## src/hdl/status_bitstream_snapshot_ring_defines.svh

```systemverilog
// assertion macros shared by the snapshot ring modules
`ifndef STATUS_BITSTREAM_SNAPSHOT_RING_DEFINES_SVH
`define STATUS_BITSTREAM_SNAPSHOT_RING_DEFINES_SVH

// condition holds at every edge out of reset
`define SSR_ASSERT_ALWAYS(lbl, expr, msg) \
  lbl: assert property (@(posedge clk) disable iff (!rst_n) (expr)) else $error(msg);

// consequence holds in the same cycle
`define SSR_ASSERT_IMP(lbl, ante, cons, msg) \
  lbl: assert property (@(posedge clk) disable iff (!rst_n) (ante) |-> (cons)) else $error(msg);

// consequence holds in the next cycle
`define SSR_ASSERT_NXT(lbl, ante, cons, msg) \
  lbl: assert property (@(posedge clk) disable iff (!rst_n) (ante) |=> (cons)) else $error(msg);

`endif

```

## src/hdl/ssr_pkg.sv

```systemverilog
// shared types, constants and helper functions of the snapshot ring
package ssr_pkg;

  localparam int RING_DEPTH = 2048;
  localparam int RING_AW    = $clog2(RING_DEPTH);
  localparam int FILL_W     = $clog2(RING_DEPTH + 1);

  localparam logic [7:0]  MSG_TYPE_STATUS = 8'h17;
  localparam logic [31:0] MATCH_DIST_RST  = 32'd10000;
  localparam logic [21:0] POS_ZERO_CODE   = 22'd35;

  // configuration register indexes
  localparam logic CFG_DELAY = 1'b0;
  localparam logic CFG_MAXD  = 1'b1;

  // parser phases
  localparam logic [4:0] PH_IDLE       = 5'd0;
  localparam logic [4:0] PH_DISCARD    = 5'd1;
  localparam logic [4:0] PH_COUNT      = 5'd2;
  localparam logic [4:0] PH_HANDLE     = 5'd3;
  localparam logic [4:0] PH_TIME       = 5'd4;
  localparam logic [4:0] PH_FLAGS      = 5'd5;
  localparam logic [4:0] PH_PRE0       = 5'd6;
  localparam logic [4:0] PH_PRE7       = 5'd13;
  localparam logic [4:0] PH_X          = 5'd14;
  localparam logic [4:0] PH_Y          = 5'd15;
  localparam logic [4:0] PH_ZP         = 5'd16;
  localparam logic [4:0] PH_Z          = 5'd17;
  localparam logic [4:0] PH_POST0      = 5'd18;
  localparam logic [4:0] PH_POST9      = 5'd27;
  localparam logic [4:0] PH_EXTRA_P    = 5'd28;
  localparam logic [4:0] PH_EXTRA_SKIP = 5'd29;

  typedef enum logic [1:0] {PS_IDLE, PS_RUN, PS_LOOK, PS_STORE} pstate_t;
  typedef enum logic [1:0] {RS_IDLE, RS_QSCAN, RS_QEND, RS_LSCAN} rstate_t;

  typedef struct packed {
    logic [12:0] handle;
    logic [31:0] tick;
    logic [31:0] x;
    logic [31:0] y;
    logic [31:0] z;
  } entry_t;

  localparam int ENTRY_W = $bits(entry_t);

  // parser to ring
  typedef struct packed {
    logic   st_req;
    logic   lk_req;
    entry_t ent;
  } ring_req_t;

  // ring to parser
  typedef struct packed {
    logic        st_done;
    logic        lk_done;
    logic        lk_hit;
    logic [31:0] lk_z;
  } ring_rsp_t;

  // bit length of each phase's field
  function automatic logic [6:0] phase_len(input logic [4:0] p);
    logic [6:0] l;
    unique case (p)
      5'd3:  l = 7'd13;
      5'd4:  l = 7'd32;
      5'd5:  l = 7'd20;
      5'd6:  l = 7'd2;
      5'd7:  l = 7'd3;
      5'd8:  l = 7'd10;
      5'd9, 5'd10, 5'd12, 5'd13: l = 7'd8;
      5'd11: l = 7'd9;
      5'd14, 5'd15, 5'd17: l = 7'd22;
      5'd16, 5'd28: l = 7'd1;
      5'd18: l = 7'd7;
      5'd19: l = 7'd2;
      5'd20: l = 7'd32;
      5'd21: l = 7'd36;
      5'd22, 5'd23, 5'd24, 5'd25: l = 7'd10;
      5'd26, 5'd29: l = 7'd72;
      5'd27: l = 7'd48;
      default: l = 7'd0;
    endcase
    return l;
  endfunction

  // flag bit that enables each trailing optional field
  function automatic logic [4:0] post_bit(input logic [3:0] i);
    logic [4:0] b;
    unique case (i)
      4'd0: b = 5'd11;
      4'd1: b = 5'd12;
      4'd2: b = 5'd9;
      4'd3: b = 5'd10;
      4'd4: b = 5'd13;
      4'd5: b = 5'd15;
      4'd6: b = 5'd16;
      4'd7: b = 5'd14;
      4'd8: b = 5'd17;
      default: b = 5'd18;
    endcase
    return b;
  endfunction

  // 22-bit packed coordinate to single precision bit pattern
  function automatic logic [31:0] decode22(input logic [21:0] v);
    logic [4:0]  e;
    logic [7:0]  expf;
    logic [31:0] r;
    e    = v[5:1];
    expf = 8'(8'h80 + {3'b000, e} - (e[4] ? 8'h20 : 8'h00));
    r    = {v[0], expf, v[21:6], 7'b0};
    if (v == POS_ZERO_CODE) r = 32'd0;
    return r;
  endfunction

endpackage

```

## src/hdl/ssr_parser.sv

```systemverilog
// bit-serial record parser of status messages
module ssr_parser (
  input  logic              clk,
  input  logic              rst_n,
  input  logic              start,
  input  logic [7:0]        msg_byte,
  input  logic              msg_last,
  input  logic [31:0]       raw_tick,
  input  logic [31:0]       delay,
  output logic              idle,
  output ssr_pkg::ring_req_t req,
  input  ssr_pkg::ring_rsp_t rsp
);
  import ssr_pkg::*;

  pstate_t     ps_r, ps_nxt;
  logic [4:0]  phase_r, phase_nxt;
  logic [6:0]  bleft_r, bleft_nxt;
  logic [31:0] acc_r, acc_nxt;
  logic [19:0] flags_r, flags_nxt;
  logic [12:0] rh_r, rh_nxt;
  logic [7:0]  rleft_r, rleft_nxt;
  logic [31:0] hx_r, hx_nxt, hy_r, hy_nxt, z_r, z_nxt;
  logic [31:0] mtick_r, mtick_nxt;
  logic [7:0]  sr_r, sr_nxt;
  logic [3:0]  nbits_r, nbits_nxt;
  logic        last_r, last_nxt;
  logic        ent_r, ent_nxt;
  logic [6:0]  pos;
  logic [31:0] acc_v;

  // state registers
  always_ff @(posedge clk) begin
    if (!rst_n) begin
      ps_r    <= PS_IDLE;
      phase_r <= PH_IDLE;
      bleft_r <= '0;
      acc_r   <= '0;
      flags_r <= '0;
      rh_r    <= '0;
      rleft_r <= '0;
      hx_r    <= '0;
      hy_r    <= '0;
      mtick_r <= '0;
      nbits_r <= '0;
      ent_r   <= 1'b0;
    end else begin
      ps_r    <= ps_nxt;
      phase_r <= phase_nxt;
      bleft_r <= bleft_nxt;
      acc_r   <= acc_nxt;
      flags_r <= flags_nxt;
      rh_r    <= rh_nxt;
      rleft_r <= rleft_nxt;
      hx_r    <= hx_nxt;
      hy_r    <= hy_nxt;
      mtick_r <= mtick_nxt;
      nbits_r <= nbits_nxt;
      ent_r   <= ent_nxt;
    end
  end

  // payload registers
  always_ff @(posedge clk) begin
    sr_r   <= sr_nxt;
    last_r <= last_nxt;
    z_r    <= z_nxt;
  end

  // field bit position of the bit being shifted in
  assign pos = 7'(phase_len(phase_r) - bleft_r);

  always_comb begin
    acc_v = acc_r;
    if (pos < 7'd32) acc_v[pos[4:0]] = sr_r[0];
  end

  // next state
  always_comb begin
    ps_nxt    = ps_r;
    phase_nxt = phase_r;
    bleft_nxt = bleft_r;
    acc_nxt   = acc_r;
    flags_nxt = flags_r;
    rh_nxt    = rh_r;
    rleft_nxt = rleft_r;
    hx_nxt    = hx_r;
    hy_nxt    = hy_r;
    z_nxt     = z_r;
    mtick_nxt = mtick_r;
    sr_nxt    = sr_r;
    nbits_nxt = nbits_r;
    last_nxt  = last_r;
    ent_nxt   = ent_r;
    unique case (ps_r)
      PS_IDLE: begin
        if (start) begin
          priority if (phase_r == PH_IDLE) begin
            mtick_nxt = raw_tick + delay;
            phase_nxt = (msg_byte == MSG_TYPE_STATUS) ? PH_COUNT : PH_DISCARD;
          end else if (phase_r == PH_COUNT) begin
            rleft_nxt = msg_byte;
            if (msg_byte == 8'd0) begin
              phase_nxt = PH_DISCARD;
            end else begin
              phase_nxt = PH_HANDLE;
              bleft_nxt = phase_len(PH_HANDLE);
              acc_nxt   = '0;
            end
          end else if (phase_r == PH_DISCARD) begin
            phase_nxt = PH_DISCARD;
          end else begin
            sr_nxt    = msg_byte;
            nbits_nxt = 4'd8;
            last_nxt  = msg_last;
            ps_nxt    = PS_RUN;
          end
          // short bytes close the message at once
          if (msg_last && (phase_r == PH_IDLE || phase_r == PH_COUNT ||
                           phase_r == PH_DISCARD)) begin
            phase_nxt = PH_IDLE;
            bleft_nxt = '0;
            acc_nxt   = '0;
          end
        end
      end
      PS_RUN: begin
        priority if (ent_r) begin
          // one step of the optional field skip chain
          priority if (phase_r >= PH_PRE0 && phase_r <= PH_PRE7) begin
            if (flags_r[3'(phase_r - PH_PRE0)]) begin
              ent_nxt   = 1'b0;
              bleft_nxt = phase_len(phase_r);
              acc_nxt   = '0;
            end else begin
              phase_nxt = 5'(phase_r + 5'd1);
            end
          end else if (phase_r == PH_X) begin
            if (flags_r[8]) begin
              ent_nxt   = 1'b0;
              bleft_nxt = phase_len(phase_r);
              acc_nxt   = '0;
            end else begin
              phase_nxt = PH_POST0;
            end
          end else if (phase_r >= PH_POST0 && phase_r <= PH_POST9) begin
            if (flags_r[post_bit(4'(phase_r - PH_POST0))]) begin
              ent_nxt   = 1'b0;
              bleft_nxt = phase_len(phase_r);
              acc_nxt   = '0;
            end else begin
              phase_nxt = 5'(phase_r + 5'd1);
            end
          end else if (phase_r == PH_EXTRA_P && !flags_r[19]) begin
            rleft_nxt = 8'(rleft_r - 8'd1);
            phase_nxt = (rleft_r == 8'd1) ? PH_DISCARD : PH_HANDLE;
          end else begin
            ent_nxt   = 1'b0;
            bleft_nxt = phase_len(phase_r);
            acc_nxt   = '0;
          end
        end else if (nbits_r != 4'd0 && phase_r != PH_DISCARD) begin
          // shift one bit into the current field
          sr_nxt    = {1'b0, sr_r[7:1]};
          nbits_nxt = 4'(nbits_r - 4'd1);
          bleft_nxt = 7'(bleft_r - 7'd1);
          acc_nxt   = acc_v;
          if (bleft_r == 7'd1) begin
            ent_nxt = 1'b1;
            priority if (phase_r == PH_HANDLE) begin
              rh_nxt    = acc_v[12:0];
              phase_nxt = PH_TIME;
            end else if (phase_r == PH_TIME) begin
              phase_nxt = PH_FLAGS;
            end else if (phase_r == PH_FLAGS) begin
              flags_nxt = acc_v[19:0];
              phase_nxt = PH_PRE0;
            end else if ((phase_r >= PH_PRE0 && phase_r <= PH_PRE7) ||
                         (phase_r >= PH_POST0 && phase_r <= PH_POST9)) begin
              phase_nxt = 5'(phase_r + 5'd1);
            end else if (phase_r == PH_X) begin
              hx_nxt    = decode22(acc_v[21:0]);
              phase_nxt = PH_Y;
            end else if (phase_r == PH_Y) begin
              hy_nxt    = decode22(acc_v[21:0]);
              phase_nxt = PH_ZP;
            end else if (phase_r == PH_ZP) begin
              if (acc_v[0]) begin
                phase_nxt = PH_Z;
              end else begin
                phase_nxt = PH_POST0;
                if (rh_r != 13'd0) ps_nxt = PS_LOOK;
              end
            end else if (phase_r == PH_Z) begin
              z_nxt     = decode22(acc_v[21:0]);
              phase_nxt = PH_POST0;
              if (rh_r != 13'd0) ps_nxt = PS_STORE;
            end else if (phase_r == PH_EXTRA_P && acc_v[0]) begin
              phase_nxt = PH_EXTRA_SKIP;
            end else begin
              rleft_nxt = 8'(rleft_r - 8'd1);
              phase_nxt = (rleft_r == 8'd1) ? PH_DISCARD : PH_HANDLE;
            end
          end
        end else begin
          // byte used up
          ps_nxt  = PS_IDLE;
          ent_nxt = 1'b0;
          if (last_r) begin
            phase_nxt = PH_IDLE;
            bleft_nxt = '0;
            acc_nxt   = '0;
          end
        end
      end
      PS_LOOK: begin
        if (rsp.lk_done) begin
          if (rsp.lk_hit) begin
            z_nxt  = rsp.lk_z;
            ps_nxt = PS_STORE;
          end else begin
            ps_nxt = PS_RUN;
          end
        end
      end
      PS_STORE: begin
        if (rsp.st_done) ps_nxt = PS_RUN;
      end
      default: ps_nxt = PS_IDLE;
    endcase
  end

  // requests to the ring
  assign idle           = (ps_r == PS_IDLE);
  assign req.st_req     = (ps_r == PS_STORE);
  assign req.lk_req     = (ps_r == PS_LOOK);
  assign req.ent.handle = rh_r;
  assign req.ent.tick   = mtick_r;
  assign req.ent.x      = hx_r;
  assign req.ent.y      = hy_r;
  assign req.ent.z      = z_r;
endmodule

```

## config.mk

```make
export PLATFORM = sky130hd
export DESIGN_NAME = ssr_parser
export DESIGN_NICKNAME = d
export VERILOG_FILES = /design/src/hdl/status_bitstream_snapshot_ring_defines.svh /design/src/hdl/ssr_pkg.sv /design/src/hdl/ssr_parser.sv
export SDC_FILE = /design/constraint.sdc
export NUM_CORES = 1
export LEC_CHECK = 0
export ABC_AREA = 1
export BUFFER_PORTS_ARGS = -buffer_cell sky130_fd_sc_hd__buf_2
export CAP_MARGIN = 20
export CORE_UTILIZATION = 50
export DETAILED_ROUTE_END_ITERATION = 10
export PLACE_DENSITY_LB_ADDON = 0.25
export RECOVER_POWER = 100
export SLEW_MARGIN = 40
export SYNTH_ARGS = -nofsm -noshare
export SYNTH_HDL_FRONTEND = slang
export SYNTH_SLANG_ARGS = --single-unit
```

## constraint.sdc

```tcl
create_clock -name clk -period 4.65 [get_ports clk]
set_input_delay 0.93 -clock clk [delete_from_list [all_inputs] [get_ports clk]]
set_output_delay 0.93 -clock clk [all_outputs]
set_load 0.02 [all_outputs]
```

==> reports/results.ini, run 1 <==
[synth]
synthTopCellsByArea=dfxtp_1 (27%), edfxtp_1 (9.9%), nand2_1 (9.4%)
yosys_register_bits=210
synthArstFlopShare_pct=0
ys_seq_area_share_pct=37.2
synth_top_family_by_area=simple AND/OR/NAND/NOR gates
syn_avg_cell_area_um2=7.20
syn_area_um2=12400
synth_edf_count=41
yosys-mux-area-fraction_pct=0.212
synth.distinct_cells=57
post-synth-top-area-cell=dfxtp_1
synth_compound_area_share_pct=20.3
synthSimpleGateAreaFrac_pct=22.7
synthCells=1722
post-synth-top-area-fraction_pct=27.3
synthAdderAreaFrac_pct=6.28
yosys.area_share.xor_xnor_pct=2.26
yosysWarnings=0
synth_ff_type=dfxtp_1

[clock_tree]
root_buffer=clkbuf_16
cts.path.max_buffers=3
cts_max_level=1
cts_made_buffers=24
cts_resized=0
clkTransAtPathRegs_ns=0.06
tritoncts=yes
clock-sinks=210
post-cts-setup-buffers=0
ctsHoldBuffers=0
insertion_delay_ns=0.53

[layout]
num_antenna_cells=0
final_common_cell=nand2_1
layout-drive-gt1-share_pct=10.5
final_core_util_pct=59.3
area.growth.synth_to_final_pct=16.2
layout.nets=2113
final_cell_mix=nand2_1 (315), inv_1 (254), nor2_1 (172), dfxtp_1 (169), o21ai_0 (162)

[setup_path]
end_kind=register
cp-start-kind=register
r2r-start=phase_r[1]
rr_worst_depth=16
path_class=register to register
cp.arrival_ns=4.50
reg2reg_setup_slack_ns=0.57
crit_top_cell=inv_1
crit_chain=inv_1 -> ha_1 -> nand2_1 -> inv_1 -> o21ai_0 -> o211ai_1 -> nand2_1 -> inv_1 -> nand4_1 -> clkbuf_1 -> inv_1 -> clkbuf_1 -> nor2_1 -> nor2_1 -> o21ai_0 -> inv_1
path_max_fanout=19
cp-startpoint=phase_r[1]
slowest_delay_ns=0.54
slowest_stage=clkbuf_1
r2r-end=hx_r[7]
cp_data_required_time_ns=5.07

[worst_hold_path]
min_path_cells=2
min_to=acc_r[9]
min_from=acc_r[9]
hold_class=register to register

[sta]
skew_ns=0.0144
tightest_slew_ns=1.98
holdWs_ns=0.463
period_share_pct=87.8
setup_tns_ns=0
rsz0062_at_grt=no
final_hold_viol_count=0
finalSetupViolations=0
slew_headroom_pct=-31.9
period_minus_slack_ns=4.08
fmax_ghz=0.245
finalMaxSlewViolations=48

[routing]
routedWlPerCell_um=16.3
vias=12183
first_iter_violations=938
ant_nets=0
totalWireLength_um=37100
drc=0
firstDrtPassIters=6
vias_per_cell=5.34

[global_route]
grt_overflow=0
grt_max_degree=90
grt_pass1_wl_um=59400
antenna_found_initial=0
grt_use_total_pct=28.8
grt_pass1_vias=11516

[placement]
hpwl_um=27300
portBuffers=240
routabilityCongestion=0.920

[power_and_ir_drop]
clkPwrFrac_pct=24.6
intPower_w=0.00465
p_per_area_nw_per_um2=576
sw_frac_of_total_pct=44.1
p_comb_share_pct=45.5
peakVddDrop_uv=384
power_frac_seq_pct=29.9
leakagePower_nw=6.81
switchingPower_w=0.00366

[die]
rows=57
num_io_pins=255
start_util_pct=51.0
core_um2=24300
die_w_um=159
die_area_um2=25400
die_height_um=159

[outcome]
status=finished with violations
violations=max-capacitance violations, max-slew violations

[run]
drv_cap=1

==> stage by stage <==
step	cells	setup WS, ns	cell area, um2	total power [W]
4_1_cts	2283	0.759	14700	0.00846
3_5_place_dp	2239	0.829	13900	0.00640
6_report	2283	0.569	14400	0.00831
2_1_floorplan	1735	0.0453	12400	0.00536
5_1_grt	2283	0.212	14400	0.00885
3_3_place_gp	2239	0.912	13900	0.00634
==> area by class of cell <==
type,count,area [um2]
flip-flops and latches,210,4610
inverters,265,995
multi-input cells,1182,6400
clock buffers,33,674
well taps,324,405
repair buffers,258,1140
clock inverters,11,183
fillers,2370,9910
==> synth_stat cells (16+ instances only) <==
cell type  count
xor2_1        19
buf_4         17
o211ai_1      36
edfxtp_1      41
o21a_1        18
nand3_1       69
inv_1        252
nand2_2       16
o21ai_1       21
dfxtp_1      169
clkbuf_1      49
ha_1          59
nand2_1      310
a211oi_1      20
o21ai_0      144
nor2_1       169
a21oi_1      147
==> worst max-delay path, delay by kind of cell, from the launching register on <==
family / cells / cell delay [ns]
buf+inv: 7 / 1.89
simple gates: 5 / 0.84
flops: 1 / 0.51
compound gates: 3 / 0.49
fa+ha+maj: 1 / 0.24
==> flip-flops by register name, summed over array words and instances, names as in the netlist, named ones only <==
signal / count
acc_r: 22
bleft_r: 7
ent_r: 1
flags_r: 20
hx_r: 24
hy_r: 24
last_r: 1
mtick_r: 32
nbits_r: 4
phase_r: 5
ps_r: 2
rh_r: 13
rleft_r: 8
sr_r: 8
z_r: 32
==> power by group through the flow <==
| stage | clock network (W) | registers, W | logic (W) |
|---|---|---|---|
| 2_1_floorplan | 0 | 0.00270 | 0.00267 |
| 3_3_place_gp | 0 | 0.00249 | 0.00385 |
| 3_5_place_dp | 0 | 0.00250 | 0.00390 |
| 4_1_cts | 0.00207 | 0.00247 | 0.00392 |
| 5_1_grt | 0.00214 | 0.00252 | 0.00419 |
| 6_report | 0.00204 | 0.00248 | 0.00378 |
==> cell families after synthesis <==
family / after synthesis
AOI/OAI and AO/OA: 436
buffers and inverters: 343
and+or+nand+nor: 637
xor gates and xnor gates: 32
other: 1
muxes: 2
DFF: 210
adders and majority gates: 61
==> how the worst max path moves through the flow <==
stage,slack (ns),cells past startpoint,endpoint
6_report,0.57,16,hx_r[7]
2_1_floorplan,0.05,9,z_r[0]
3_3_place_gp,0.91,27,register
3_5_place_dp,0.83,25,register
4_1_cts,0.76,25,register
5_1_grt,0.21,28,register
==> layer usage <==
layer | share of wire, % | track usage, % | wire (um) | vias to the layer above
met2 | 45 | 46.9 | 16700 | 495
met5 | 0 | 0 | 0 | -
met1 | 44 | 38.2 | 16400 | 5530
li1 | - | - | - | 6073
met4 | 3.0 | 9.13 | 1120 | 0
met3 | 7.8 | 5.63 | 2910 | 85
(Power assumes the default switching activity.)
==> run 2: changes to the inputs <==
Settings changed: REMOVE_ABC_BUFFERS from default to 1.
==> run 2 against run 1 <==
The flow still finishes with violations (max-capacitance violations, max-slew violations). Cell count down 0.18%. Cell area down 0.94%. Critical path depth increased by 3. Via count shrank 1.3%. Largest cell class unchanged. Clock power fell by 11%. Non-clock buffer count shrank 2. Global-route usage down 2.0 points. Sequential power down 2%. Critical path type unchanged. Worst setup slack got worse by 0.054 ns. Register-to-register slack worse by 0.05 ns. Combinational power hardly changed. Highest routed layer unchanged.
==> reports/results.ini, run 2 (same netlist as run 1, synthesis figures left out) <==
[die]
core_um2=24300  ; unchanged
num_io_pins=255  ; unchanged
die_w_um=159  ; unchanged
die_area_um2=25400  ; unchanged
die_height_um=159  ; unchanged
rows=57  ; unchanged
start_util_pct=51.0  ; unchanged

[setup_path]
r2r-start=bleft_r[0]
path_max_fanout=9  ; -10
cp-start-kind=register
end_kind=register
crit_family=simple AND/OR/NAND/NOR gates
cp_data_required_time_ns=4.84  ; -0.23 ns
rr_worst_depth=19  ; +3
crit_top_cell=nand2_1
r2r-end=z_r[31]
reg2reg_setup_slack_ns=0.51  ; -0.05 ns
path_depth=19  ; +3
slowest_delay_ns=0.60  ; +0.06 ns
cp_num_buf_inv=1  ; -6
path_class=register to register
cp.arrival_ns=4.33  ; -0.17 ns
slowest_stage=nor4_1
crit_chain=ha_1 -> inv_1 -> fa_1 -> nand2_1 -> nand2_1 -> nand3_1 -> nand2_1 -> nand2_1 -> nand2_1 -> nor2_8 -> nand2_1 -> nor3_1 -> nand2_1 -> nand2_1 -> o21ai_0 -> nor4_1 -> nand3_2 -> nand2_1 -> o21ai_0

[sta]
rsz0062_at_grt=no
period_share_pct=88.9  ; +1.2 points
finalSetupViolations=0  ; unchanged
period_minus_slack_ns=4.14  ; +0.0540 ns
tightest_slew_ns=1.90  ; -0.0828 ns
fmax_ghz=0.242  ; -1.3%
finalMaxSlewViolations=47  ; -2.1%
skew_ns=0.00929  ; -0.00511 ns
slew_headroom_pct=-26.4  ; +5.5 points
setup_tns_ns=0  ; unchanged
final_hold_viol_count=0  ; unchanged

[clock_tree]
cts.path.max_buffers=3  ; unchanged
clkTransAtPathRegs_ns=0.06  ; about the same
insertion_delay_ns=0.52  ; about the same
tritoncts=yes
clock-sinks=210  ; unchanged
cts_resized=0  ; unchanged
cts_max_level=1  ; unchanged
ctsHoldBuffers=0  ; unchanged
post-cts-setup-buffers=0  ; unchanged
cts_made_buffers=23  ; -4.2%
root_buffer=clkbuf_16

[layout]
area.growth.synth_to_final_pct=15.1
num_antenna_cells=0  ; unchanged
layout.nets=2110  ; -0.14%
finalInstanceArea_um2=14300  ; -0.94%
final_core_util_pct=58.7  ; -0.56 points
final_cell_mix=nand2_1 (316), inv_1 (254), nor2_1 (170), dfxtp_1 (169), o21ai_0 (157)
largest_registers=mtick_r: 32 flops, z_r: 32 flops
layout-drive-gt1-share_pct=10.4  ; -0.081 points
final_common_cell=nand2_1

[global_route]
grt_pass1_wl_um=56700  ; -4.5%
grt_pass1_vias=11335  ; -1.6%
antenna_found_initial=0  ; unchanged
grt_use_total_pct=26.8  ; -2.0 points
grt_max_degree=76  ; -16%
grt_overflow=0  ; unchanged

[placement]
hpwl_um=25700  ; -6.0%
placed_area_um2=13800  ; -0.14%
portBuffers=240  ; unchanged
routabilityCongestion=0.946  ; +2.8%

[outcome]
violations=max-capacitance violations, max-slew violations
status=finished with violations

[run]
drv_cap=1  ; unchanged

[routing]
routedWlPerCell_um=15.2  ; -6.8%
totalWireLength_um=34500  ; -7.0%
ant_nets=0  ; unchanged
first_iter_violations=850  ; -9.4%
vias_per_cell=5.28  ; -1.1%
drc=0  ; unchanged
firstDrtPassIters=5  ; -1
vias=12026  ; -1.3%

[power_and_ir_drop]
p_per_area_nw_per_um2=561  ; -2.6%
leakagePower_nw=6.76  ; -0.75%
peakVddDrop_uv=264  ; -31%

[worst_hold_path]
min_path_cells=2  ; unchanged
hold_class=register to register
min_from=acc_r[11]
min_to=acc_r[11]

==> run 2: area by class of cell <==
class | count | area [um2]
Timing Repair Buffer | 256 | 1120
Fill cell | 2419 | 10000
Inverter | 265 | 995
Clock buffer | 27 | 601
Clock inverter | 15 | 138
Multi-Input combinational cell | 1182 | 6400
Tap cell | 324 | 405
Sequential cell | 210 | 4610
==> run 2: worst max path at each step <==
| stage | start | to | slack, ns |
|---|---|---|---|
| 4_1_cts | phase_r[1] | register | 0.87 |
| 6_report | bleft_r[0] | z_r[31] | 0.51 |
| 3_5_place_dp | phase_r[1] | register | 0.89 |
| 5_1_grt | phase_r[1] | hx_r[7] | 0.26 |
| 2_1_floorplan | phase_r[1] | z_r[0] | 0.05 |
| 3_3_place_gp | bleft_r[0] | z_r[29] | 1.01 |
==> run 2: per-stage QoR <==
stage,std cells,setup slack (ns),power (W),hold WS (ns)
final,2279,0.515,0.00801,0.459
after floorplan,1657,0.0452,0.00528,0.437
after detailed placement,2237,0.892,0.00634,0.449
after CTS,2279,0.870,0.00818,0.461
after global routing,2279,0.256,0.00862,0.483
after global placement,2237,1.01,0.00628,0.445
==> run 2: metal layers <==
layer  global-route usage, %  up-vias  routed length [um]
met1                    35.0     5495               15600
li1                        -     6091                   -
met3                    4.12       61                2110
met2                    45.4      379               15900
met4                    7.95        0                 903
met5                       0        -                   0
==> run 2: worst reg2reg max path, delay by kind of cell (launching register included) <==
kind	cells	cell delay, ns
adders and majority gates	2	0.59
DFF	1	0.38
and+or+nand+nor	14	2.44
buffers and inverters	1	0.07
AOI/OAI and AO/OA	2	0.36
==> run 2: power breakdown <==
part / total, W / internal, W / switching, W / leakage, nW
Sequential: 0.00244 / 0.00229 / 0.000152 / 1.76
Combinational: 0.00376 / 0.00111 / 0.00264 / 4.63
Clock: 0.00182 / 0.00104 / 0.000774 / 0.371
Total: 0.00801 / 0.00444 / 0.00357 / 6.76
==> run 3: changes to the inputs <==
Settings changed: CELL_PAD_IN_SITES_DETAIL_PLACEMENT from default to 1, CELL_PAD_IN_SITES_GLOBAL_PLACEMENT from default to 1, CORE_UTILIZATION 50 to 36, HOLD_SLACK_MARGIN from default to 0.06.
==> run 3 against run 2 <==
The run still ends with max-capacitance violations, max-slew violations left. Non-clock buffer count rose by 6. Routed wire length increased by 23%. First-iteration DRC count down 38%. Power grew 3.4%. Register-to-register slack better by 0.04 ns. Global-route usage is 3.2 points lower. Core utilization down 16 points. Critical endpoint is now hx_r[24]. Largest cell class unchanged. Largest power group unchanged.
==> reports/results.ini, run 3 (same netlist as run 1, synthesis figures left out) <==
[die]
die_height_um=188  ; +18%
die_w_um=188  ; +18%
num_io_pins=255  ; unchanged
die_area_um2=35200  ; +38%
core_um2=33700  ; +39%
start_util_pct=36.8  ; -14 points
rows=67  ; +18%

[sta]
finalMaxSlewViolations=92  ; +96%
tightest_slew_ns=2.00  ; +0.104 ns
slew_headroom_pct=-33.3  ; -6.9 points
period_share_pct=88.0  ; -0.89 points
rsz0062_at_grt=no
final_hold_viol_count=0  ; unchanged
setup_tns_ns=0  ; unchanged
skew_ns=0.0150  ; +0.00571 ns
holdWs_ns=0.466  ; +0.00732 ns
finalSetupViolations=0  ; unchanged
fmax_ghz=0.244  ; +1.0%
period_minus_slack_ns=4.09  ; -0.0412 ns

[clock_tree]
cts_resized=0  ; unchanged
clock-sinks=210  ; unchanged
root_buffer=clkbuf_16
cts_made_buffers=25  ; +8.7%
post-cts-setup-buffers=0  ; unchanged
cts_max_level=1  ; unchanged
insertion_delay_ns=0.54  ; +0.02 ns
cts.path.max_buffers=3  ; unchanged
ctsHoldBuffers=0  ; unchanged
clkTransAtPathRegs_ns=0.06  ; about the same
tritoncts=yes

[placement]
placed_area_um2=14000  ; +1.4%
portBuffers=240  ; unchanged
routabilityCongestion=0.890  ; -6.0%
hpwl_um=32200  ; +25%

[setup_path]
path_max_fanout=20  ; +11
cp_data_required_time_ns=5.12  ; +0.28 ns
slowest_delay_ns=0.61  ; about the same
crit_chain=inv_1 -> ha_1 -> buf_4 -> clkbuf_1 -> inv_1 -> clkbuf_1 -> nor2_1 -> nand4_1 -> buf_4 -> inv_1 -> clkbuf_1 -> clkbuf_2 -> o21ai_0 -> a21oi_1
slowest_stage=clkbuf_1
r2r-start=ps_r[1]
cp.arrival_ns=4.56  ; +0.23 ns
end_kind=register
cp-startpoint=ps_r[1]
path_class=register to register
cp-start-kind=register

[routing]
firstDrtPassIters=4  ; -1
drc=0  ; unchanged
totalWireLength_um=42400  ; +23%
vias_per_cell=5.08  ; -3.6%
routedWlPerCell_um=17.6  ; +16%
vias=12269  ; +2.0%
first_iter_violations=529  ; -38%
ant_nets=0  ; unchanged

[global_route]
grt_use_total_pct=23.6  ; -3.2 points
grt_max_degree=72  ; -5.3%
grt_pass1_vias=12565  ; +11%
grt_pass1_wl_um=67700  ; +19%
grt_overflow=0  ; unchanged
antenna_found_initial=0  ; unchanged

[power_and_ir_drop]
power.total_w=0.00828  ; +3.4%
peakVddDrop_uv=263  ; -0.39%
leakagePower_nw=6.78  ; +0.36%
p_per_area_nw_per_um2=571  ; +1.7%

[layout]
finalInstanceArea_um2=14500  ; +1.7%
multi_input_area_um2=6400  ; about the same
final_common_cell=nand2_1
layout-drive-gt1-share_pct=10.4  ; about the same
final_cell_mix=nand2_1 (316), inv_1 (254), nor2_1 (171), dfxtp_1 (169), o21ai_0 (155)
layout.nets=2118  ; +0.38%
area.growth.synth_to_final_pct=17.0
num_antenna_cells=0  ; unchanged
ff_latch_area_um2=4610  ; unchanged
largest_registers=mtick_r: 32 flops, z_r: 32 flops
nFillCells=4424  ; +83%

[outcome]
violations=max-capacitance violations, max-slew violations
status=finished with violations

[worst_hold_path]
min_from=acc_r[21]
hold_class=register to register

[run]
drv_cap=2  ; +1

## run 3: changes by cell type in the layout (fill, tap and decap cells not counted), moves of 2 or more
| cell | delta |
|---|---|
| clkbuf_16 | +2 |
| clkinv_2 | -5 |
| inv_6 | -3 |
| o21ai_0 | -2 |
| clkbuf_1 | +4 |
| clkinv_1 | +5 |
| clkinvlp_4 | +3 |
| o21ai_1 | +2 |
| buf_4 | +4 |
## run 3: power breakdown
group | internal [W] | total [W] | leakage (nW) | switching (W)
clock | 0.00110 | 0.00192 | 0.372 | 0.000815
combinational | 0.00113 | 0.00390 | 4.65 | 0.00278
sequential | 0.00229 | 0.00246 | 1.76 | 0.000174
## run 3: through the flow
| step | std cells | worst slack, ns | util, % |
|---|---|---|---|
| floorplan | 1657 | 0.0452 | - |
| global placement | 2367 | 0.862 | 41.7 |
| detailed placement | 2367 | 0.778 | 41.7 |
| CTS | 2413 | 0.742 | 44.0 |
| global route | 2413 | 0.194 | 43.1 |
| finish | 2413 | 0.556 | 43.1 |
## run 3: cell type report
cell class,count,share of cell area (%)
Sequential cell,210,31.8
Multi-Input combinational cell,1182,44.1
Tap cell,448,3.86
Clock buffer,31,4.47
Inverter,265,6.85
Timing Repair Buffer,262,8.00
Clock inverter,15,0.957
## run 3: per-layer routing
layer / wire, um / track usage (%)
met5: 0 / 0
met4: 1140 / 6.35
met3: 1440 / 2.60
met2: 20300 / 42.0
met1: 19500 / 30.0
## run 3: critical path: cells and delay by family, from the launching register on
kind,cells,cell delay [ns]
AND/OR/NAND/NOR,2,0.46
flip-flops,1,0.33
adder cells (fa/ha/maj),1,0.15
AO/OA/AOI/OAI,2,0.31
buffers and inverters,9,2.75
## run 3: path summary, 6_finish.rpt
| check | endpoint | slack, ns | cells after the start |
|---|---|---|---|
| worst max register to register | hx_r[24] | 0.56 | 14 |
| worst min register to register | acc_r[21] | 0.47 | 2 |
| worst min-delay path | acc_r[21] | 0.47 | 2 |
| worst max-delay path | hx_r[24] | 0.56 | 14 |
